--- config.mk ---
export PLATFORM = sky130hd
export DESIGN_NAME = tcw_fifo
export DESIGN_NICKNAME = d
export VERILOG_FILES = /design/src/hdl/tcw_fifo.sv
export SDC_FILE = /design/constraint.sdc
export NUM_CORES = 1
export LEC_CHECK = 0
export BUFFER_PORTS_ARGS = -buffer_cell sky130_fd_sc_hd__buf_2
export CAP_MARGIN = 20
export CORE_MARGIN = 2
export CORE_UTILIZATION = 37
export DETAILED_ROUTE_END_ITERATION = 12
export GPL_TIMING_DRIVEN = 0
export SLEW_MARGIN = 15
export SYNTH_ARGS = -nofsm -noshare
export SYNTH_HDL_FRONTEND = slang
export SYNTH_SLANG_ARGS = --single-unit
--- constraint.sdc ---
create_clock -name i_clk -period 1.6 [get_ports i_clk]
set_clock_uncertainty 0.2 [all_clocks]
set_input_delay 0.4 -clock i_clk [delete_from_list [all_inputs] [get_ports i_clk]]
set_output_delay 0.4 -clock i_clk [all_outputs]
set_load 0.01 [all_outputs]
--- src/hdl/tcw_fifo.sv ---
// ----------------------------------------------------------------------------
// tcw_fifo
// Small register queue used between front and back and on the result side.
// ----------------------------------------------------------------------------
module tcw_fifo #(
    parameter int WIDTH = 8,
    parameter int DEPTH = 2
) (
    input  logic             i_clk,
    input  logic             i_rst_n,
    input  logic             i_push,
    input  logic [WIDTH-1:0] i_data,
    output logic             o_full,
    input  logic             i_pop,
    output logic [WIDTH-1:0] o_data,
    output logic             o_empty
);

    localparam int PTR_W = (DEPTH > 1) ? $clog2(DEPTH) : 1;
    localparam int CNT_W = $clog2(DEPTH + 1);

    logic [WIDTH-1:0] r_mem [DEPTH];
    logic [PTR_W-1:0] r_wr;
    logic [PTR_W-1:0] r_rd;
    logic [CNT_W-1:0] r_cnt;
    logic [PTR_W-1:0] n_wr;
    logic [PTR_W-1:0] n_rd;
    logic             w_push;
    logic             w_pop;

    assign o_full  = (r_cnt == CNT_W'(DEPTH));
    assign o_empty = (r_cnt == '0);
    assign w_push  = i_push && !o_full;
    assign w_pop   = i_pop && !o_empty;
    assign o_data  = r_mem[r_rd];

    assign n_wr = (r_wr == PTR_W'(DEPTH - 1)) ? '0 : r_wr + 1'b1;
    assign n_rd = (r_rd == PTR_W'(DEPTH - 1)) ? '0 : r_rd + 1'b1;

    always_ff @(posedge i_clk) begin
        if (!i_rst_n) begin
            r_wr  <= '0;
            r_rd  <= '0;
            r_cnt <= '0;
        end else begin
            if (w_push) begin
                r_wr <= n_wr;
            end
            if (w_pop) begin
                r_rd <= n_rd;
            end
            if (w_push && !w_pop) begin
                r_cnt <= r_cnt + 1'b1;
            end else if (w_pop && !w_push) begin
                r_cnt <= r_cnt - 1'b1;
            end
        end
    end

    always_ff @(posedge i_clk) begin
        if (w_push) begin
            r_mem[r_wr] <= i_data;
        end
    end

endmodule

==> results.txt, run 1 <==
I/O pin cnt - 22
worst path required time - 1.00 ns
largest net degree at the start of global routing - 12
Fmax achieved - 550 MHz
Worst Slack Setup Final - -0.219 ns
Seq/Total Area, Yosys - 0.717
Synth Instances - 50
max cap viols - 0
via count - 497
WL final - 1400 microns
die width - 50.8 microns
cts hold-fix bufs - 0
final hold violation count - 0
VDD IR-drop max - 0.849 mV
CTS tree - built
nets@finish - 95
die area - 2580 sq um
Antenna Nets Post-Route - 0
Layout Area Growth over Synthesis - 46.1%
Root Buffer - clkbuf_4
Iter 0 DRT Violations - 3
slew margin rel. - 0.757
CTS Sinks - 21
switching fraction of total power - 0.290
Synthesis Warnings - 0
P_int - 0.00132 W
Clock Path Buffers - 2
Static Leak - 0.477 nW
total gr overflow - 0
GPL Wtd Cong - 0.720
violated checks - negative setup slack
sequential share of power - 0.414
minimum clock period - 1.82 ns
# rows - 16
Gate power share - 0.457
core area - 2020 sq um
antenna violations before repair - 0
clock latency at the later pin of the worst-skew pair - 0.29 ns
Psw - 0.000540 W
clock network power share - 0.129
Starting Density - 0.400
Avg Inst Size Synth - 16.2 sq um
crit end category - primary output
fill cell count - 168
# diodes - 0
Cell Pwr Density - 1570 nW/um^2
number of global-route vias before repair - 508
vias per cell - 4.60
worst hold slack - 0.0909 ns
CP Class - reg -> out
PnR Total Power - 0.00186 W
Unique masters post-synth - 20
Residual DRC - 0
syn_nets - 63
worst slew pin tran - 0.364 ns
Clock Pin Slew Worst Setup and Hold Paths - 0.11 ns
H-tree levels - 1
Worst Path Arrival - 1.22 ns
final worst path period share - 1.14
Slew Viols, Final - 0
Wirelength per Cell - 12.9 microns
I/O Buffers - 21
setup violators final - 9
TritonCTS Buffers - 3
RSZ-0062 raised after global routing - true
Total GRT Usage - 0.122
Initial DRT Pass Iterations - 3
utilization after layout - 0.585
first-pass GRT wire length - 2240 microns
outcome - finished with violations
CP max FO - 8
fraction of layout cells with a size suffix above 1 - 0.593
Setup Slack @ Placement - -0.199 ns
Die Ht - 50.8 microns
Critical Path Source Type - flip-flop
HP Class - in -> reg
Post-Syn Area - 810 sq um
post-synthesis register bit count - 21
## worst max-delay path, stage by stage, from the launching register on
cell and delay [ns]:
dfxtp_2 0.35, buf_8 0.14, mux2_4 0.31, buf_6 0.12
## power by group through the flow
stage / registers, W / logic, W / clock network, W
after floorplan: 0.000753 / 0.000365 / 0
after global placement: 0.000760 / 0.000507 / 0
after detailed placement: 0.000765 / 0.000514 / 0
after CTS: 0.000766 / 0.000797 / 0.000253
after global routing: 0.000779 / 0.000924 / 0.000278
final: 0.000770 / 0.000851 / 0.000239
## flip-flops by register name, indices dropped and copies added (netlist names), named ones only
signal and cells:
r_wr 1, r_cnt 2, r_mem 16, r_rd 1
## cell usage after synthesis (all sizes together)
cell	instances	area, sq um
nand2b	1	6.26
buf	1	5.00
nor2	2	7.51
a21boi	2	15.0
edfxtp	16	480
inv	2	7.50
o21ai	2	10.0
mux2	8	90.1
xnor2	2	17.5
xor2	1	8.76
o21a	1	7.51
nor3	1	10.0
dfxtp	5	100
ha	1	12.5
and3	1	6.26
or3	1	6.26
and2	3	18.8
## per-layer routing
| layer | vias to the layer above | track usage | share of wire |
|---|---|---|---|
| met5 | - | 0 | 0 |
| met4 | 0 | 0.0541 | 0.010 |
| met3 | 2 | 0.0298 | 0.048 |
| met2 | 12 | 0.200 | 0.51 |
| met1 | 239 | 0.153 | 0.43 |
| li1 | 244 | - | - |
## final cells by class
type                       count  area, sq um  area share
inverter                       2         10.0     0.00847
tap                           27         33.8      0.0286
clock buffer                   4         26.3      0.0222
timing repair buffer          27          226       0.192
sequential                    21          587       0.496
buffer                         1         15.0      0.0127
multi-input combinational     26          284       0.240
## cells in the final DEF, fill, tap and decap left out, drive strengths merged
master   n
and2     3
buf     28
a21boi   2
clkbuf   4
mux2     8
xnor2    2
o21a     1
ha       1
or3      1
nor2     2
nand2b   1
o21ai    2
inv      2
and3     1
dfxtp    5
edfxtp  16
xor2     1
nor3     1
## kinds of logic after synthesis
logic type,after synthesis,synth area share
muxes,8,0.111
and+or+nand+nor,9,0.0680
AOI/OAI and AO/OA,5,0.0402
adders and majority gates,1,0.0155
DFF,21,0.717
buffers and inverters,3,0.0154
xor gates and xnor gates,3,0.0325
## what timing repair did
action                     4_1_cts  5_1_grt
buffers inserted                 4        2
gates resized for setup         29        1
pin swaps                        3        4
setup endpoints to repair       19       20
## metrics by stage
stage          instances  setup TNS (ns)  area (sq um)
4_1_cts              106           -2.12          1150
6_report             108           -1.79          1180
2_1_floorplan         50               0           823
5_1_grt              108           -2.30          1180
3_5_place_dp          98           -1.80           962
3_3_place_gp          98           -1.39           962
## path summary, 6_finish.rpt
path                                       startpoint                     to  slack (ns)  cells past startpoint
worst max-delay path                        flip-flop              o_data[1]       -0.22                      3
worst max register to register  r_cnt[0]$_SDFFE_PN0P_  r_cnt[1]$_SDFFE_PN0P_       -0.09                      7
worst min register to register  r_cnt[1]$_SDFFE_PN0P_  r_cnt[1]$_SDFFE_PN0P_        0.38                      2
worst min-delay path                        i_data[4]  r_mem[1][4]$_DFFE_PP_        0.09                      1
No activity file was read; power rests on OpenSTA's default activity.
==> inputs of run 2 (changes only) <==
--- a/config.mk
+++ b/config.mk
@@ -8,9 +8,10 @@
 export BUFFER_PORTS_ARGS = -buffer_cell sky130_fd_sc_hd__buf_2
 export CAP_MARGIN = 20
 export CORE_MARGIN = 2
-export CORE_UTILIZATION = 37
+export CORE_UTILIZATION = 40
 export DETAILED_ROUTE_END_ITERATION = 12
 export GPL_TIMING_DRIVEN = 0
+export PLACE_DENSITY = 0.66
 export SLEW_MARGIN = 15
 export SYNTH_ARGS = -nofsm -noshare
 export SYNTH_HDL_FRONTEND = slang
==> run 2 against run 1 <==
The flow still finishes with violations (negative setup slack). Via count rose by 5.6%. Sequential power rose by 0.8%. Design area rose by 0.11%. Final cell count did not move. Sequential cell count did not move. Total power rose by 1.6%. First-iteration DRC count rose to 3.3 times the previous value. Critical path type unchanged. Critical endpoint is now o_data[2]. Largest power group unchanged.
==> results.txt, run 2 (synthesis results as in run 1) <==
Cell Pwr Density - 1600 nW/um^2 (+1.5%)
Hold EP - r_mem[1][7]$_DFFE_PP_
clock latency at the later pin of the worst-skew pair - 0.29 ns (about the same)
clock network power share - 0.127 (-0.002)
via count - 525 (+5.6%)
Root Buffer - clkbuf_4
Clock Pin Slew Worst Setup and Hold Paths - 0.11 ns (about the same)
Worst R2R Path Depth - 7 (unchanged)
Most flops, register - r_mem
nets@finish - 95 (unchanged)
footprint of the multi-input gates - 295 sq um (+4.0%)
fin cells - 108 (unchanged)
H-tree levels - 1 (unchanged)
P_int - 0.00133 W (+1.0%)
R2R Path Start - r_cnt[0]$_SDFFE_PN0P_
Routed met3 length - 73 microns (+9.0%)
worst path cell trace - buf_8 -> mux2_4 -> buf_6
worst path required time - 1.00 ns (about the same)
Gate power share - 0.462 (+0.005)
Worst Path Arrival - 1.21 ns (about the same)
worst slew pin tran - 0.448 ns (+0.0835 ns)
I/O pin cnt - 22 (unchanged)
CP max FO - 8 (unchanged)
switching fraction of total power - 0.294 (+0.00365)
TritonCTS Buffers - 3 (unchanged)
final hold violation count - 0 (unchanged)
Cells after DPL - 98 (unchanged)
Die Ht - 49.0 microns (-3.5%)
Critical Path Source Type - flip-flop
RR Endpoint - r_cnt[1]$_SDFFE_PN0P_
CP Class - reg -> out
Psw - 0.000555 W (+2.9%)
die width - 49.0 microns (-3.5%)
vias per cell - 4.86 (+5.6%)
PnR Total Power - 0.00189 W (+1.6%)
hold_sp - i_data[7]
R2R setup slack - -0.05 ns (+0.04 ns)
max layer used - met3
RSZ-0062 raised after global routing - true
slew margin rel. - 0.700 (-0.0566)
CTS tree - built
Clock Path Buffers - 2 (unchanged)
met2 WL - 796 microns (+12%)
Worst Slack Setup Final - -0.214 ns (+0.00476 ns)
total gr overflow - 0 (unchanged)
Layout Area Growth over Synthesis - 46.2%
number of global-route vias before repair - 523 (+3.0%)
Fin Setup TNS - -1.73 ns (+0.0564 ns)
most frequent cells in the layout - edfxtp_1, buf_2, buf_6, mux2_4, buf_4
fill cell count - 161 (-4.2%)
GPL Wtd Cong - 0.637 (-11%)
max cap viols - 0 (unchanged)
utilization after layout - 0.610 (+0.0248)
Starting Density - 0.417 (+0.0165)
Initial DRT Pass Iterations - 5 (+2)
core area - 1940 sq um (-4.0%)
WL final - 1440 microns (+2.9%)
setup violators final - 9 (unchanged)
Total GRT Usage - 0.131 (+0.00916)
Fmax achieved - 551 MHz (+0.26%)
Antenna Nets Post-Route - 0 (unchanged)
Residual DRC - 0 (unchanged)
antenna violations before repair - 0 (unchanged)
outcome - finished with violations
Wirelength per Cell - 13.3 microns (+2.9%)
final worst path period share - 1.13 (-0.00298)
Largest regs - r_mem x16, r_cnt x2
VDD IR-drop max - 1.20 mV (+41%)
violated checks - negative setup slack
# rows - 16 (unchanged)
Slew Viols, Final - 0 (unchanged)
first-pass GRT wire length - 2370 microns (+6.2%)
HP Class - in -> reg
minimum clock period - 1.81 ns (-0.00476 ns)
Iter 0 DRT Violations - 10 (+7)
# diodes - 0 (unchanged)
CP peak stage delay - 0.35 ns (about the same)
max FFs per register - 16 (unchanged)
commonest non-fill, non-tap cell in the layout - edfxtp_1
CTS Sinks - 21 (unchanged)
die area - 2400 sq um (-6.9%)
Register Area - 587 sq um (unchanged)
Critical-path top delay cell - dfxtp_2
sequential share of power - 0.411 (-0.003)
crit end category - primary output
hold path depth - 1 (unchanged)
routed metal-1 wirelength - 565 microns (-6.0%)
fraction of layout cells with a size suffix above 1 - 0.630 (+0.0370)
largest net degree at the start of global routing - 12 (unchanged)
Static Leak - 0.477 nW (about the same)
I/O Buffers - 21 (unchanged)
-- run 2: power by group through the flow --
stage	logic, W	clock network, W	registers (W)
3_5_place_dp	0.000516	0	0.000764
3_3_place_gp	0.000499	0	0.000760
4_1_cts	0.000784	0.000246	0.000767
5_1_grt	0.000941	0.000267	0.000789
6_report	0.000874	0.000240	0.000776
2_1_floorplan	0.000365	0	0.000753
-- run 2: layer usage --
metal | track usage | up-vias
li1 | - | 247
met1 | 0.154 | 261
met2 | 0.240 | 17
met3 | 0.0337 | 0
met4 | 0.0286 | 0
met5 | 0 | -
-- run 2: timing repair --
item	4_1_cts	5_1_grt
gates resized for setup	28	6
endpoints found under the hold margin	0	0
setup buffers	4	2
pin swaps	3	3
endpoints found under the setup margin	18	12
hold buffers	0	0
-- run 2: final cells by class --
| cell class | instances | share of cell area |
|---|---|---|
| multi-input combinational | 26 | 0.249 |
| timing repair buffer | 27 | 0.181 |
| inverter | 2 | 0.0106 |
| buffer | 1 | 0.0127 |
| sequential | 21 | 0.496 |
| clock buffer | 4 | 0.0222 |
| tap | 27 | 0.0285 |
-- run 2: critical path, delay by kind of cell (launching register included) --
family	cells	cell delay [ns]
DFF	1	0.35
muxes	1	0.31
buffers and inverters	2	0.26
-- run 2: through the flow --
step	hold WS [ns]	worst slack, ns	instance area [sq um]
final	0.0917	-0.214	1180
after global routing	0.0759	-0.261	1180
after detailed placement	0.356	-0.121	962
after floorplan	0.299	0.00475	823
after global placement	0.346	-0.119	962
after CTS	0.0852	-0.216	1150
-- run 2: worst max path at each step --
stage                          startpoint  slack [ns]                    end
global placement                   i_push       -0.12  r_mem[0][4]$_DFFE_PP_
finish                          flip-flop       -0.21              o_data[2]
floorplan           r_cnt[0]$_SDFFE_PN0P_       0.005  r_cnt[1]$_SDFFE_PN0P_
detailed placement                 i_push       -0.12  r_mem[0][4]$_DFFE_PP_
CTS                             flip-flop       -0.22              o_data[2]
global route                    flip-flop       -0.26              o_data[2]
==> inputs of run 3 (changes only) <==
--- a/config.mk
+++ b/config.mk
@@ -12,6 +12,7 @@
 export DETAILED_ROUTE_END_ITERATION = 12
 export GPL_TIMING_DRIVEN = 0
 export PLACE_DENSITY = 0.66
+export SKIP_CTS_REPAIR_TIMING = 1
 export SLEW_MARGIN = 15
 export SYNTH_ARGS = -nofsm -noshare
 export SYNTH_HDL_FRONTEND = slang
==> run 3 against run 2 <==
The flow still finishes with violations (negative setup slack). Maximum frequency down 0.11%. Wire length fell by 7.7%. Via count down 7.2%. Global-route usage decreased by 1.7 points. Final cell count shrank 2.8%. Critical path depth is the same. Core utilization decreased by 1.9 points. Non-clock buffer count fell by 3. Count of clock-buffer cells in the layout unchanged. Worst hold slack worse by 0.0021 ns. Combinational power decreased by 11%. Total power is 5.0% lower. Critical path type unchanged. Largest cell class unchanged. Largest power group is now registers.
==> results.txt, run 3 (synthesis results as in run 1) <==
Residual DRC - 0 (unchanged)
minimum clock period - 1.82 ns (+0.00208 ns)
CTS tree - built
VDD IR-drop max - 1.06 mV (-11%)
Initial DRT Pass Iterations - 4 (-1)
CTS Sinks - 21 (unchanged)
clock latency at the later pin of the worst-skew pair - 0.29 ns (about the same)
worst path required time - 1.00 ns (about the same)
first-pass GRT wire length - 2080 microns (-13%)
WL final - 1330 microns (-7.7%)
RSZ-0062 raised after global routing - true
Wirelength per Cell - 12.6 microns (-5.0%)
utilization after layout - 0.591 (-0.0187)
Fmax achieved - 551 MHz (-0.11%)
number of global-route vias before repair - 476 (-9.0%)
via count - 487 (-7.2%)
worst slew pin tran - 0.424 ns (-0.0243 ns)
outcome - finished with violations
vias per cell - 4.64 (-4.6%)
Antenna Nets Post-Route - 0 (unchanged)
Largest regs - r_mem x16, r_cnt x2
Root Buffer - clkbuf_4
TritonCTS Buffers - 3 (unchanged)
PnR Total Power - 0.00179 W (-5.0%)
Iter 0 DRT Violations - 7 (-3)
largest net degree at the start of global routing - 12 (unchanged)
Die Ht - 49.0 microns (unchanged)
most frequent cells in the layout - edfxtp_1, buf_2, buf_6, mux2_4
HP Class - in -> reg
Critical Path Source Type - flip-flop
core area - 1940 sq um (unchanged)
Most flops, register - r_mem
slew margin rel. - 0.717 (+0.0162)
Clock Pin Slew Worst Setup and Hold Paths - 0.11 ns (about the same)
CP max FO - 8 (unchanged)
Worst Slack Setup Final - -0.216 ns (-0.00207 ns)
CP Class - reg -> out
max cap viols - 0 (unchanged)
die area - 2400 sq um (unchanged)
fraction of layout cells with a size suffix above 1 - 0.577 (-0.0527)
I/O pin cnt - 22 (unchanged)
area of placed instances - 962 sq um (unchanged)
Slew Viols, Final - 0 (unchanged)
die width - 49.0 microns (unchanged)
Clock Path Buffers - 2 (unchanged)
final hold violation count - 0 (unchanged)
finished layout cell area - 1150 sq um (-3.1%)
max FFs per register - 16 (unchanged)
crit end category - primary output
Cell Pwr Density - 1560 nW/um^2 (-2.0%)
I/O Buffers - 21 (unchanged)
final worst path period share - 1.14 (+0.00130)
GPL Wtd Cong - 0.637 (unchanged)
# rows - 16 (unchanged)
setup violators final - 9 (unchanged)
H-tree levels - 1 (unchanged)
total gr overflow - 0 (unchanged)
Static Leak - 0.456 nW (-4.4%)
violated checks - negative setup slack
commonest non-fill, non-tap cell in the layout - edfxtp_1
Total GRT Usage - 0.115 (-0.0167)
nets@finish - 92 (-3.2%)
# diodes - 0 (unchanged)
Worst Path Arrival - 1.22 ns (about the same)
worst hold slack - 0.0896 ns (-0.00211 ns)
Starting Density - 0.417 (unchanged)
antenna violations before repair - 0 (unchanged)
Layout Area Growth over Synthesis - 41.7%
run 3: through the flow:
stage          std cells  setup TNS [ns]  worst slack (ns)
6_report             105           -1.73            -0.216
3_5_place_dp          98           -1.10            -0.121
5_1_grt              105           -2.13            -0.261
4_1_cts              102           -3.32            -0.333
3_3_place_gp          98           -1.02            -0.119
2_1_floorplan         50               0           0.00475
run 3: report_power, final:
| group | total (W) | switching (W) | leakage, nW | internal [W] |
|---|---|---|---|---|
| clock network | 0.000244 | 0.000147 | 0.0150 | 0.0000968 |
| logic | 0.000775 | 0.000311 | 0.249 | 0.000463 |
| registers | 0.000776 | 0.0000691 | 0.192 | 0.000707 |
| total | 0.00179 | 0.000528 | 0.456 | 0.00127 |
run 3: final cells by class:
class                   instances  area [sq um]
repair buffers                 24           184
flip-flops and latches         21           587
multi-input cells              26           292
well taps                      27          33.8
clock buffers                   4          26.3
plain buffers                   1          15.0
inverters                       2          10.0
fillers                       167           795
run 3: worst max-delay path, stage by stage (launching register included):
cell and delay [ns]:
dfxtp_2 0.35, buf_8 0.15, mux2_4 0.31, buf_6 0.12
run 3: final timing paths:
kind                               from               endpoint  slack [ns]  depth (start not counted)
setup / recovery              flip-flop              o_data[2]       -0.22                          3
hold / removal                i_data[7]  r_mem[1][7]$_DFFE_PP_        0.09                          1
setup reg to reg  r_cnt[0]$_SDFFE_PN0P_  r_cnt[1]$_SDFFE_PN0P_       -0.02                          7
hold reg to reg   r_cnt[1]$_SDFFE_PN0P_  r_cnt[1]$_SDFFE_PN0P_        0.37                          2
run 3: layer usage:
metal,global-route usage,part of all wire
met1,0.146,0.42
met2,0.192,0.51
met3,0.0337,0.064
met4,0.0286,0
met5,0,0
