[config.mk]
export PLATFORM = sky130hd
export DESIGN_NAME = tcw_front
export DESIGN_NICKNAME = d
export VERILOG_FILES = /design/src/hdl/tcw_pkg.sv /design/src/hdl/tcw_fifo.sv /design/src/hdl/tcw_front.sv
export SDC_FILE = /design/constraint.sdc
export NUM_CORES = 1
export LEC_CHECK = 0
export ABC_CLOCK_PERIOD_IN_PS = 3000
export BUFFER_PORTS_ARGS = -buffer_cell sky130_fd_sc_hd__buf_2
export CAP_MARGIN = 20
export CORE_UTILIZATION = 40
export CTS_BUF_LIST = sky130_fd_sc_hd__clkbuf_8
export DETAILED_ROUTE_END_ITERATION = 16
export GPL_ROUTABILITY_DRIVEN = 0
export SLEW_MARGIN = 20
export SYNTH_ARGS = -nofsm -noshare
export SYNTH_HDL_FRONTEND = slang
export SYNTH_HIERARCHICAL = 1
export SYNTH_SLANG_ARGS = --single-unit
[constraint.sdc]
create_clock -name i_clk -period 3 [get_ports i_clk]
set_input_delay 0.3 -clock i_clk [delete_from_list [all_inputs] [get_ports i_clk]]
set_output_delay 0.3 -clock i_clk [all_outputs]
set_load 0.1 [all_outputs]
[src/hdl/tcw_pkg.sv]
// ----------------------------------------------------------------------------
// tcw_pkg
// Shared types, codes and constants of the text console writer.
// ----------------------------------------------------------------------------
package tcw_pkg;

    localparam int COLUMNS_DEF  = 80;
    localparam int ROWS_DEF     = 25;
    localparam int TAB_STOP_DEF = 4;

    localparam int FUNC_W = 2;
    localparam int KIND_W = 3;
    localparam int CHAR_W = 8;
    localparam int TROW_W = 5;
    localparam int TCOL_W = 7;
    localparam int OCOL_W = 7;
    localparam int OROW_W = 5;
    localparam int OLIN_W = 11;
    localparam int CELL_W = 16;
    localparam int ATTR_W = 8;

    localparam int CMD_FIFO_DEPTH = 2;
    localparam int RES_FIFO_DEPTH = 2;

    localparam int PADDR_W = 3;
    localparam int PDATA_W = 32;

    localparam logic REG_TEXT_ATTR  = 1'b0;
    localparam logic REG_CLEAR_ATTR = 1'b1;

    localparam logic [ATTR_W-1:0] TEXT_ATTR_RST  = 8'h0F;
    localparam logic [ATTR_W-1:0] CLEAR_ATTR_RST = 8'h07;

    localparam logic [CHAR_W-1:0] CH_NEWLINE   = 8'h0A;
    localparam logic [CHAR_W-1:0] CH_BACKSPACE = 8'h08;
    localparam logic [CHAR_W-1:0] CH_RETURN    = 8'h0D;
    localparam logic [CHAR_W-1:0] CH_TAB       = 8'h09;
    localparam logic [CHAR_W-1:0] SPACE_CHAR   = 8'h20;

    typedef enum logic [FUNC_W-1:0] {
        FN_PUT   = 2'd0,
        FN_READ  = 2'd1,
        FN_CLEAR = 2'd2,
        FN_SET   = 2'd3
    } t_func;

    typedef enum logic [KIND_W-1:0] {
        PK_CHAR      = 3'd0,
        PK_NEWLINE   = 3'd1,
        PK_BACKSPACE = 3'd2,
        PK_RETURN    = 3'd3,
        PK_TAB       = 3'd4
    } t_put_kind;

    typedef struct packed {
        logic [ATTR_W-1:0] text_attr;
        logic [ATTR_W-1:0] clear_attr;
    } t_attr;

    typedef struct packed {
        logic [OCOL_W-1:0] cursor_col;
        logic [OROW_W-1:0] cursor_row;
        logic [OLIN_W-1:0] cursor_linear;
        logic [CELL_W-1:0] cell_value;
    } t_result;

    localparam int RES_W = $bits(t_result);

    // width of the packed command word between front and back
    function automatic int cmd_width(input int cols, input int rows);
        return FUNC_W + KIND_W + CHAR_W + $clog2(rows) + $clog2(cols) + $clog2(rows * cols);
    endfunction

endpackage

[src/hdl/tcw_fifo.sv]
// ----------------------------------------------------------------------------
// tcw_fifo
// Small register queue used between front and back and on the result side.
// ----------------------------------------------------------------------------
module tcw_fifo #(
    parameter int WIDTH = 8,
    parameter int DEPTH = 2
) (
    input  logic             i_clk,
    input  logic             i_rst_n,
    input  logic             i_push,
    input  logic [WIDTH-1:0] i_data,
    output logic             o_full,
    input  logic             i_pop,
    output logic [WIDTH-1:0] o_data,
    output logic             o_empty
);

    localparam int PTR_W = (DEPTH > 1) ? $clog2(DEPTH) : 1;
    localparam int CNT_W = $clog2(DEPTH + 1);

    logic [WIDTH-1:0] r_mem [DEPTH];
    logic [PTR_W-1:0] r_wr;
    logic [PTR_W-1:0] r_rd;
    logic [CNT_W-1:0] r_cnt;
    logic [PTR_W-1:0] n_wr;
    logic [PTR_W-1:0] n_rd;
    logic             w_push;
    logic             w_pop;

    assign o_full  = (r_cnt == CNT_W'(DEPTH));
    assign o_empty = (r_cnt == '0);
    assign w_push  = i_push && !o_full;
    assign w_pop   = i_pop && !o_empty;
    assign o_data  = r_mem[r_rd];

    assign n_wr = (r_wr == PTR_W'(DEPTH - 1)) ? '0 : r_wr + 1'b1;
    assign n_rd = (r_rd == PTR_W'(DEPTH - 1)) ? '0 : r_rd + 1'b1;

    always_ff @(posedge i_clk) begin
        if (!i_rst_n) begin
            r_wr  <= '0;
            r_rd  <= '0;
            r_cnt <= '0;
        end else begin
            if (w_push) begin
                r_wr <= n_wr;
            end
            if (w_pop) begin
                r_rd <= n_rd;
            end
            if (w_push && !w_pop) begin
                r_cnt <= r_cnt + 1'b1;
            end else if (w_pop && !w_push) begin
                r_cnt <= r_cnt - 1'b1;
            end
        end
    end

    always_ff @(posedge i_clk) begin
        if (w_push) begin
            r_mem[r_wr] <= i_data;
        end
    end

endmodule

[src/hdl/tcw_front.sv]
// ----------------------------------------------------------------------------
// tcw_front
// Accepts input items, saturates targets, classifies control characters,
// precomputes the cell address and queues the command for the back end.
// ----------------------------------------------------------------------------
module tcw_front import tcw_pkg::*; #(
    parameter int COLUMNS = COLUMNS_DEF,
    parameter int ROWS    = ROWS_DEF
) (
    input  logic                                i_clk,
    input  logic                                i_rst_n,
    input  logic                                i_push,
    output logic                                o_full,
    input  logic [FUNC_W-1:0]                   i_func,
    input  logic [CHAR_W-1:0]                   i_char_code,
    input  logic [TROW_W-1:0]                   i_target_row,
    input  logic [TCOL_W-1:0]                   i_target_col,
    input  logic                                i_init_busy,
    output logic [cmd_width(COLUMNS, ROWS)-1:0] o_cmd,
    output logic                                o_cmd_valid,
    input  logic                                i_cmd_take
);

    localparam int COL_W  = $clog2(COLUMNS);
    localparam int ROW_W  = $clog2(ROWS);
    localparam int ADDR_W = $clog2(ROWS * COLUMNS);
    localparam int CMD_W  = cmd_width(COLUMNS, ROWS);

    typedef struct packed {
        t_func               func;
        t_put_kind           kind;
        logic [CHAR_W-1:0]   char_code;
        logic [ROW_W-1:0]    trow;
        logic [COL_W-1:0]    tcol;
        logic [ADDR_W-1:0]   addr;
    } t_cmd;

    t_cmd w_cmd;
    logic w_fifo_full;
    logic w_fifo_empty;

    always_comb begin
        w_cmd.func      = t_func'(i_func);
        w_cmd.char_code = i_char_code;
        unique case (i_char_code)
            CH_NEWLINE:   w_cmd.kind = PK_NEWLINE;
            CH_BACKSPACE: w_cmd.kind = PK_BACKSPACE;
            CH_RETURN:    w_cmd.kind = PK_RETURN;
            CH_TAB:       w_cmd.kind = PK_TAB;
            default:      w_cmd.kind = PK_CHAR;
        endcase
        if (int'(i_target_row) >= ROWS) begin
            w_cmd.trow = ROW_W'(ROWS - 1);
        end else begin
            w_cmd.trow = ROW_W'(i_target_row);
        end
        if (int'(i_target_col) >= COLUMNS) begin
            w_cmd.tcol = COL_W'(COLUMNS - 1);
        end else begin
            w_cmd.tcol = COL_W'(i_target_col);
        end
        w_cmd.addr = ADDR_W'(int'(w_cmd.trow) * COLUMNS + int'(w_cmd.tcol));
    end

    // no transfer while the screen is being cleared after reset
    assign o_full      = w_fifo_full || i_init_busy;
    assign o_cmd_valid = !w_fifo_empty;

    tcw_fifo #(
        .WIDTH (CMD_W),
        .DEPTH (CMD_FIFO_DEPTH)
    ) u_cmd_fifo (
        .i_clk   (i_clk),
        .i_rst_n (i_rst_n),
        .i_push  (i_push && !o_full),
        .i_data  (w_cmd),
        .o_full  (w_fifo_full),
        .i_pop   (i_cmd_take),
        .o_data  (o_cmd),
        .o_empty (w_fifo_empty)
    );

endmodule

==> results of run 1 <==
Yosys cell counts, types with 2 or more instances:
cell type,n
edfxtp_1,72
mux2_2,36
ha_1,10
inv_1,7
xnor2_1,7
and2_1,6
nand2b_1,6
dfxtp_1,5
nand2_1,4
nor2_1,4
a21oi_1,3
buf_4,3
clkbuf_1,3
o21ai_1,3
xor2_1,3
a21o_1,2
fa_1,2
nor2b_1,2
layer usage:
layer	vias up	track usage
met5	-	0
met4	0	0.0885
met3	15	0.0320
met2	49	0.214
met1	818	0.149
li1	866	-
final cells by class:
cell class	count	area share
clock buffers	10	0.0352
clock inverters	6	0.0141
inverters	8	0.00767
multi-input cells	103	0.242
flip-flops and latches	77	0.578
well taps	102	0.0326
repair buffers	67	0.0908
power breakdown:
group,switching (mW),internal (mW),total [mW]
clock,0.342,0.398,0.740
combinational,1.46,0.368,1.83
sequential,0.0359,1.32,1.35
total,1.84,2.08,3.92
logic make-up (layout without fill, tap and decap cells):
kind of cell / count (synthesis) / in the layout
flops: 77 / 77
mux: 36 / 36
simple gates: 31 / 31
buf+inv: 15 / 91
compound gates: 13 / 13
fa+ha+maj: 12 / 12
xor+xnor: 11 / 11
final timing paths:
kind / slack, ps / cells past startpoint / endpoint / startpoint
worst min-delay path: 150 / 1 / u_cmd_fifo/r_mem[1][35]$_DFFE_PP_ / i_func[1]
worst max register to register: 870 / 7 / u_cmd_fifo/r_mem[0][23]$_DFFE_PP_ / u_cmd_fifo/r_cnt[0]$_SDFFE_PN0P_
worst max-delay path: 730 / 11 / u_cmd_fifo/r_mem[0][10]$_DFFE_PP_ / i_target_row[4]
worst min register to register: 520 / 2 / u_cmd_fifo/r_cnt[1]$_SDFFE_PN0P_ / u_cmd_fifo/r_cnt[1]$_SDFFE_PN0P_
critical path, delay by kind of cell:
kind                     cells  cell delay [ps]
AO/OA/AOI/OAI                1              150
adder cells (fa/ha/maj)      3              950
buffers and inverters        2              230
XOR/XNOR                     3              510
AND/OR/NAND/NOR              2              210
registers in the layout (all words and copies together) (netlist names), named ones only:
signal	flops
u_cmd_fifo/r_mem	72
u_cmd_fifo/r_wr	1
u_cmd_fifo/r_rd	1
u_cmd_fifo/r_cnt	2
stage by stage:
step / hold slack (ps) / cell area (µm²) / setup WS [ps] / std cells
floorplan: 399 / 3280 / 95.8 / 195
global placement: 491 / 3720 / 413 / 357
detailed placement: 493 / 3720 / 355 / 357
CTS: 134 / 3920 / 727 / 373
global route: 138 / 3920 / 611 / 373
finish: 152 / 3920 / 731 / 373
==> impl_results.md, run 1 <==
- Cell Chain, Critical Path: buf_2 -> nand2_1 -> nand2_1 -> inv_1 -> ha_1 -> ha_1 -> fa_1 -> xor2_2 -> o2111ai_1 -> xnor2_1 -> xnor2_1
- Postcts setup bufs: 0
- Synth Area in XOR/XNOR: 0.0318
- First-pass GRT wire length: ~8000 µm
- DRC Markers: 0
- WL/cell: 14.1 µm
- WS Path Type: in2reg
- Top-Level Pins: 65
- Initial DRC Count: 46
- Worst-Margin Slew: 523 ps
- Net Count, Synth: 234
- Post-cts repair resize count: 0
- Minimum clock period: 2270 ps
- DR WL met3: 268 µm
- Yosys top cell area share: 0.661
- Die extent in x: 92.4 µm
- Outcome: finished, final reports clean
- Synth Area in Compound Gates: 0.0249
- Initial Util: 0.419
- Largest cells by area after synthesis: edfxtp_1 66%, mux2_2 12%, ha_1 3.8%
- DIE HEIGHT: between 90 and 100 µm
- Most common cell after layout, fill and taps aside: edfxtp_1
- Number of global-route vias before repair: 1,729
- Gate Count Post-Synth: 195
- Synth Area in Adders: 0.0505
- Tot Pwr: 3.92 mW
- Multi-input gate area: 946 µm²
- Cts bufs inserted: 9
- Seq/Total Area, Yosys: 0.692
- Pleak: between 1 and 1.5 nW
- Main synth FF type: edfxtp_1
- Crit path launch type: primary input
- Met2 routed WL: around 2500 µm
- Synth area leader: edfxtp_1
- Initial antenna violation count: 0
- Final setup vio count: 0
- Worst Hold Class: in2reg
- Async S/R FF share, synth: 0
- Ys Warns: 6
- Largest net degree at the start of global routing: 38
- Post-Synth Simple-Gate Area: 0.0559
- TritonCTS clock tree: built
- Vias: 1,748
- Drt via density: 4.69
- Synthesized area: 3270 µm²
- GRT Total Usage: 0.130
- Max VDD drop: 0.751 mV
- Die area: 8540 µm²
- Rel. slew slack: 0.653
- Share of layout cells above drive strength 1: 0.450
- DP HPWL: 3540 µm
- Antenna Nets Post-Route: 0
- Root Buffer: clkbuf_8
- EDFF count, synth: 72
- Area Growth Syn to Fin: 19.7%
- Core Util, Final: 0.501
- Seq cells post-synth: 77
- Hold Buf Count CTS: 0
- Synth cell types: 35
- Fillcell total: 686
- Critical path data arrival time: 2350 ps
- Highest metal used: met4
- Diodes inserted: 0
- Mean area per synthesized cell: 16.8 µm²
- Final Max Slew Viols: 0
- Clock Skew: between 9 and 10 ps
- Main combinational cell family by area after synthesis: multiplexers
- Sequential cell area: between 2000 and 2500 µm²
- Core ar.: 7810 µm²
- Crit-path slowest cell: fa_1
- CP endpoint kind: flop
- H-tree level count: 3
- Period Utilization, post-route: 0.756
- Met1 Wirelength: 2320 µm
- Worst path required time: slightly above 3000 ps
- Worst-Skew Late Latency: about 340 ps
- CTS max path bufs: 2
- Mux cell area share after synthesis: 0.124
- CP max FO: 5
- DRT Wirelength: 5250 µm
- Pwr/cell area: 1000 nW/µm²
- Cell Rows: 32
- RSZ-0062 raised after global routing: no
- Drt pass-1 iters: 4
- Worst path max stage delay: 420 ps
- Nets@finish: about 300
- Hold Vio Cnt, Final: 0
- Setup TNS: 0 ps
- Overflow after GRT: 0
- Clock sinks: between 70 and 80
- Buffers on Ports: 64
- Clk slew on worst S/H paths: 70 ps
- Fmax: between 400 and 500 MHz
- Max-cap viol count: 0
- Most frequent cells in the layout: 72 x edfxtp_1, 64 x buf_2, 36 x mux2_2
No activity file was read; power rests on OpenSTA's default activity.
==> run 2: changes to the inputs <==
--- a/config.mk
+++ b/config.mk
@@ -5,7 +5,8 @@
 export SDC_FILE = /design/constraint.sdc
 export NUM_CORES = 1
 export LEC_CHECK = 0
-export ABC_CLOCK_PERIOD_IN_PS = 3000
+export ABC_AREA = 1
+export ABC_CLOCK_PERIOD_IN_PS = 2300
 export BUFFER_PORTS_ARGS = -buffer_cell sky130_fd_sc_hd__buf_2
 export CAP_MARGIN = 20
 export CORE_UTILIZATION = 40
==> constraint.sdc (replaced) <==
create_clock -name i_clk -period 2.3 [get_ports i_clk]
set_input_delay 0.23 -clock i_clk [delete_from_list [all_inputs] [get_ports i_clk]]
set_output_delay 0.23 -clock i_clk [all_outputs]
set_load 0.1 [all_outputs]
==> run 2 against run 1 <==
Against the previous run: die area grew 7.9%; worst hold slack lost 76 ps; clock power grew 46%; routed wire length is 6.0% higher; combinational power grew 25%; final cell count up 17%; global-route usage is 0.72 points higher; setup slack worse by 440 ps; flip-flop and latch count unchanged; clock-buffer cell count is 1 lower; critical path type is now reg2out; highest routed layer unchanged.
==> impl_results.md, run 2 <==
- Cts bufs inserted: 9 (unchanged)
- Met3 Usage GRT: 0.0340 (+0.00195)
- Commonest cells post-synth: 72 x edfxtp_1, 31 x inv_1, 30 x mux2_4, 29 x nand2_1, 21 x nor2_1
- Final Max Slew Viols: 0 (unchanged)
- Max VDD drop: 0.750 mV (-0.17%)
- Core Util, Final: 0.502 (about the same)
- Drt via density: 4.56 (-2.6%)
- Clock sinks: 77 (unchanged)
- Count leader, synth: edfxtp_1
- Number of global-route vias before repair: 1,954 (+13%)
- Critical path data arrival time: 1780 ps (-570 ps)
- H-tree level count: 3 (unchanged)
- Worst Hold Class: in2reg
- R2R setup slack: 550 ps (-320 ps)
- Minimum clock period: a little over 2000 ps
- Synthesized area: 3530 µm² (+8.0%)
- R2R depth: 6 (-1)
- Met1 Use GR: 0.166 (+0.0166)
- DIE HEIGHT: 96.0 µm (+3.9%)
- Layout Cells excl Fill: 435 (+17%)
- Dpl cells: 419 (+17%)
- Main synth FF type: edfxtp_1
- Die area: 9210 µm² (+7.9%)
- Drt pass-1 iters: 4 (unchanged)
- Reg2reg start: u_cmd_fifo/r_cnt[0]$_SDFFE_PN0P_
- Max-cap viol count: 0 (unchanged)
- WS Path Type: reg2out
- Hold slack: 76.0 ps (-75.6 ps)
- Period Utilization, post-route: 0.874
- Yosys top cell area share: 0.612 (-0.0492)
- Worst path required time: 2070 ps (-1020 ps)
- R2R Path End: u_cmd_fifo/r_mem[1][30]$_DFFE_PP_
- Mean area per synthesized cell: 14.3 µm² (-15%)
- Final setup vio count: 0 (unchanged)
- Met2 Use GR: 0.226 (+0.0114)
- Largest cells by area after synthesis: edfxtp_1 61%, mux2_4 13%, ha_1 3.5%
- Synth cell types: 24 (-31%)
- Overflow after GRT: 0 (unchanged)
- Postcts setup bufs: 0 (unchanged)
- Async S/R FF share, synth: 0 (unchanged)
- WL/cell: 12.8 µm (-9.1%)
- Area Growth Syn to Fin: 19.1%
- Most common cell after layout, fill and taps aside: edfxtp_1
- GRT busiest layer: met2
- Worst-Margin Slew: 525 ps (+1.04 ps)
- Synth area leader: edfxtp_1
- Gate Count Post-Synth: 247 (+27%)
- Antenna Nets Post-Route: 0 (unchanged)
- First-pass GRT wire length: 9050 µm (+13%)
- Hold Vio Cnt, Final: 0 (unchanged)
- TritonCTS clock tree: built
- Initial Util: 0.421 (+0.00266)
- DP HPWL: 3970 µm (+12%)
- Worst Setup EP: o_cmd[19]
- Initial antenna violation count: 0 (unchanged)
- CTS max path bufs: 2 (unchanged)
- Pwr/cell area: 1220 nW/µm² (+21%)
- Post-cts repair resize count: 0 (unchanged)
- CP endpoint kind: output pin
- Max reg flops: 72 (unchanged)
- CP max FO: 24 (+19)
- DRT Wirelength: 5570 µm (+6.0%)
- Top reg by flops: u_cmd_fifo/r_mem
- RSZ-0062 raised after global routing: no
- Crit path launch type: flop
- Share of layout cells above drive strength 1: 0.412 (-0.0381)
- Clock Skew: 3.60 ps (-6.01 ps)
- Most frequent cells in the layout: 72 x edfxtp_1, 64 x buf_2, 31 x inv_1
- Largest net degree at the start of global routing: 25 (-34%)
- Seq/Total Area, Yosys: 0.640 (-0.0515)
- Vias: 1,985 (+14%)
- EDFF count, synth: 72 (unchanged)
- Net Count, Synth: 286 (+22%)
- Initial DRC Count: 85 (+85%)
- Outcome: finished, final reports clean
- Top-Level Pins: 65 (unchanged)
- Hold Buf Count CTS: 0 (unchanged)
- Fmax: between 400 and 500 MHz
- Pleak: 1.78 nW (+20%)
- Cell Rows: 33 (+3.1%)
- Largest registers: u_cmd_fifo/r_mem x72, u_cmd_fifo/r_cnt x2
- Clk slew on worst S/H paths: 80 ps (about the same)
- Rel. slew slack: 0.653 (-0.000690)
- Seq cells post-synth: 77 (unchanged)
- Core ar.: 8380 µm² (+7.4%)
- Root Buffer: clkbuf_8
- DRC Markers: 0 (unchanged)
- Diodes inserted: 0 (unchanged)
- GRT Total Usage: 0.137 (+0.00717)
- Nets@finish: 364 (+19%)
- Ys Warns: 6 (unchanged)
- Buffers on Ports: 64 (unchanged)
- Worst-Skew Late Latency: 340 ps (about the same)
- Die extent in x: 96.0 µm (+3.9%)
-- run 2: cell types whose count changed in the layout (fill, tap and decap cells not counted), sizes merged, moves of 6 or more --
| cell | change |
|---|---|
| nor2 | +18 |
| xnor2 | -6 |
| nand2b | -6 |
| nand2 | +28 |
| and2 | -6 |
| nand3 | +13 |
| inv | +22 |
| buf | +7 |
-- run 2: area by class of cell --
| cell class | count | area [µm²] |
|---|---|---|
| repair buffers | 74 | 395 |
| well taps | 105 | 131 |
| clock inverters | 7 | 90.1 |
| fillers | 736 | 4180 |
| flip-flops and latches | 77 | 2260 |
| inverters | 32 | 123 |
| clock buffers | 9 | 124 |
| multi-input cells | 131 | 1080 |
-- run 2: logic make-up after synthesis --
group,after synthesis,share of synthesized area
AO/OA/AOI/OAI,9,0.0149
XOR/XNOR,3,0.00744
adder cells (fa/ha/maj),12,0.0468
buffers and inverters,39,0.0581
AND/OR/NAND/NOR,71,0.0857
flip-flops,77,0.640
multiplexers,36,0.147
-- run 2: worst min path at each step --
| stage | startpoint | cells after the start | endpoint |
|---|---|---|---|
| CTS | i_func[1] | 1 | u_cmd_fifo/r_mem[0][35]$_DFFE_PP_ |
| floorplan | i_char_code[0] | 0 | u_cmd_fifo/r_mem[0][23]$_DFFE_PP_ |
| global route | i_func[1] | 1 | u_cmd_fifo/r_mem[0][35]$_DFFE_PP_ |
| detailed placement | i_func[1] | 1 | u_cmd_fifo/r_mem[0][35]$_DFFE_PP_ |
| global placement | i_func[1] | 1 | u_cmd_fifo/r_mem[0][35]$_DFFE_PP_ |
| finish | i_func[1] | 1 | u_cmd_fifo/r_mem[0][35]$_DFFE_PP_ |
-- run 2: through the flow --
stage | setup TNS [ps] | worst slack, ps | power [mW] | cell area, µm²
after floorplan | -20020 | -278 | 3.84 | 3540
after global placement | 0 | 110 | 4.08 | 3990
after detailed placement | 0 | 64.2 | 4.09 | 3990
after CTS | 0 | 249 | 5.17 | 4210
after global routing | 0 | 216 | 5.35 | 4210
final | 0 | 289 | 5.12 | 4210
-- run 2: worst max-delay path, stage by stage (launching register included) --
cell     delay, ps
dfxtp_2        340
buf_4          390
mux2_2         410
buf_2          300
-- run 2: report_power, final --
part           switching [mW]  total, mW  internal, mW
logic                    1.77       2.28         0.512
registers              0.0462       1.75          1.71
clock network           0.480       1.08         0.605
-- run 2: layer usage --
layer / vias to the layer above / wire length (µm)
met5: - / 0
met4: 0 / 116
met3: 11 / 294
met2: 49 / 2560
met1: 911 / 2600
li1: 1014 / -
==> run 3: changes to the inputs <==
--- a/config.mk
+++ b/config.mk
@@ -7,10 +7,11 @@
 export LEC_CHECK = 0
 export ABC_AREA = 1
 export ABC_CLOCK_PERIOD_IN_PS = 2300
-export BUFFER_PORTS_ARGS = -buffer_cell sky130_fd_sc_hd__buf_2
+export BUFFER_PORTS_ARGS = -buffer_cell sky130_fd_sc_hd__buf_4
 export CAP_MARGIN = 20
 export CORE_UTILIZATION = 40
 export CTS_BUF_LIST = sky130_fd_sc_hd__clkbuf_8
+export CTS_CLUSTER_DIAMETER = 150
 export DETAILED_ROUTE_END_ITERATION = 16
 export GPL_ROUTABILITY_DRIVEN = 0
 export SLEW_MARGIN = 20
==> run 3 against run 2 <==
Against the previous run: via count shrank 0.55%; clock-buffer cell count grew 1; highest routed layer unchanged; critical path depth grew 9; global-route usage shrank 0.24 points; cell area grew 4.0%; routed wire length grew 0.81%; final cell count shrank 0.46%; clock skew grew 3.5 ps; register-to-register slack lost 20 ps.
==> impl_results.md, run 3 (synthesis gave the netlist of run 2 again) <==
- Drt pass-1 iters: 4 (unchanged)
- Pleak: 1.83 nW (+3.0%)
- Hold Buf Count CTS: 0 (unchanged)
- Clock sinks: 77 (unchanged)
- Pwr/cell area: 1210 nW/µm² (-0.87%)
- Postcts setup bufs: 0 (unchanged)
- Diodes inserted: 0 (unchanged)
- Core ar.: 8380 µm² (unchanged)
- CP max FO: 5 (-79%)
- DP HPWL: 3940 µm (-0.76%)
- Cell-internal power: 2.98 mW (+5.6%)
- TritonCTS clock tree: built
- Post-cts repair resize count: 0 (unchanged)
- Top-Level Pins: 65 (unchanged)
- Cts bufs inserted: 9 (unchanged)
- Dpl cells: 417 (-0.48%)
- Hold Path Stages: 1 (unchanged)
- Layout Cells excl Fill: 433 (-0.46%)
- Die extent in x: 96.0 µm (unchanged)
- Cell Rows: 33 (unchanged)
- Antenna Nets Post-Route: 0 (unchanged)
- Final Max Slew Viols: 0 (unchanged)
- Reg2reg start: u_cmd_fifo/r_cnt[0]$_SDFFE_PN0P_
- Area Growth Syn to Fin: 23.9%
- Largest net degree at the start of global routing: 37 (+48%)
- Worst-Margin Slew: 320 ps (-204 ps)
- Initial DRC Count: 55 (-35%)
- Crit path launch type: primary input
- Net Sw Frac: 0.435 (-0.0135)
- Nets@finish: 362 (-0.55%)
- Outcome: finished, final reports clean
- DRC Markers: 0 (unchanged)
- Worst-Skew Late Latency: 340 ps (about the same)
- Crit-path slowest cell: fa_1
- Min-delay src: i_func[0]
- R2R depth: 6 (unchanged)
- Max VDD drop: 0.759 mV (+1.2%)
- Hold Vio Cnt, Final: 0 (unchanged)
- Rel. slew slack: 0.787 (+0.134)
- Final setup vio count: 0 (unchanged)
- Comb pwr share: 0.458 (+0.012)
- Root Buffer: clkbuf_8
- Most common cell after layout, fill and taps aside: edfxtp_1
- Critical path data arrival time: 2010 ps (+230 ps)
- Fmax: 521 MHz (+4.8%)
- RSZ-0062 raised after global routing: no
- Seq pwr share: 0.333 (-0.009)
- Overflow after GRT: 0 (unchanged)
- Clk pwr share: 0.210 (-0.002)
- First-pass GRT wire length: 8920 µm (-1.4%)
- Buffers on Ports: 64 (unchanged)
- Worst Hold Class: in2reg
- Period Utilization, post-route: 0.834 (-0.0403)
- Largest registers: u_cmd_fifo/r_mem x72, u_cmd_fifo/r_cnt x2
- Cell mode on critical path: nand2_1
- Die area: 9210 µm² (unchanged)
- CTS max path bufs: 2 (unchanged)
- Drt via density: 4.56 (about the same)
- Clk slew on worst S/H paths: 80 ps (about the same)
- Worst path max stage delay: 600 ps (+190 ps)
- Max-cap viol count: 0 (unchanged)
- H-tree level count: 3 (unchanged)
- GRT Total Usage: 0.135 (-0.00244)
- Placed Area: 4150 µm² (+3.9%)
- Worst path required time: 2390 ps (+320 ps)
- Initial Util: 0.421 (unchanged)
- Minimum clock period: 1920 ps (-92.6 ps)
- Crit. Startpoint: i_target_row[3]
- DRT Wirelength: 5610 µm (+0.81%)
- Sw power: 2.29 mW (about the same)
- WS Path Type: in2reg
- CP endpoint kind: flop
- Vias: 1,974 (-0.55%)
- Cell Chain, Critical Path: buf_4 -> nand2_1 -> nand2_1 -> inv_1 -> ha_1 -> ha_1 -> fa_1 -> nand2_1 -> inv_1 -> nand2_1 -> nand2_1 -> nand2_1
- Top reg by flops: u_cmd_fifo/r_mem
- Initial antenna violation count: 0 (unchanged)
- WL/cell: 13.0 µm (+1.3%)
- Max reg flops: 72 (unchanged)
- Finished Cell Area: 4380 µm² (+4.0%)
- Share of layout cells above drive strength 1: 0.409 (-0.00358)
- DIE HEIGHT: 96.0 µm (unchanged)
- Most frequent cells in the layout: 72 x edfxtp_1, 71 x buf_4, 32 x inv_1
- Clock Skew: 7.08 ps (+3.48 ps)
- Number of global-route vias before repair: 1,922 (-1.6%)
==> run 3: cell count changes in the layout (fill, tap and decap cells not counted) <==
cell,delta
clkinv_4,-1
clkinvlp_4,+1
inv_1,+1
buf_12,+1
buf_4,+61
inv_6,+1
clkinv_1,-1
clkinv_2,-2
buf_2,-64
clkbuf_8,+1
==> run 3: final timing paths <==
kind,to,slack (ps)
setup / recovery,u_cmd_fifo/r_mem[1][9]$_DFFE_PP_,380
hold / removal,u_cmd_fifo/r_mem[0][34]$_DFFE_PP_,70
setup reg to reg,u_cmd_fifo/r_mem[0][26]$_DFFE_PP_,530
hold reg to reg,flop,510
==> run 3: power by group through the flow <==
stage,clock network [mW],registers [mW],logic [mW]
final,1.11,1.75,2.42
after global routing,1.21,1.77,2.53
after CTS,1.14,1.76,2.44
after detailed placement,0,1.79,2.44
after global placement,0,1.78,2.43
after floorplan,0,1.77,2.06
==> run 3: routing by layer <==
| layer | share of wire | global-route usage | vias up | wire, µm |
|---|---|---|---|---|
| li1 | - | - | 1008 | - |
| met3 | 0.049 | 0.0300 | 7 | 274 |
| met5 | 0 | 0 | - | 0 |
| met2 | 0.49 | 0.222 | 48 | 2720 |
| met4 | 0.015 | 0.0821 | 0 | 82 |
| met1 | 0.45 | 0.161 | 911 | 2530 |
==> run 3: critical path, delay by kind of cell <==
family,cells,cell delay (ps)
and+or+nand+nor,6,400
adders and majority gates,3,1130
buffers and inverters,3,250
==> run 3: per-stage QoR <==
stage / hold slack [ps] / setup slack, ps / util / setup TNS (ps) / power [mW]
final: 70.5 / 382 / 0.522 / 0 / 5.27
after detailed placement: 421 / 24.2 / 0.495 / 0 / 4.22
after global placement: 418 / 101 / 0.495 / 0 / 4.21
after global routing: 47.2 / 255 / 0.522 / 0 / 5.51
after floorplan: 329 / -278 / - / -20020 / 3.84
after CTS: 50.8 / 400 / 0.522 / 0 / 5.34
==> run 3: final cells by class <==
class                      instances  area (µm²)
multi-input combinational        131        1080
fill                             711        4010
sequential                        77        2260
clock buffer                      10         138
tap                              105         131
clock inverter                     6        87.6
timing repair buffer              72         553
inverter                          32         123
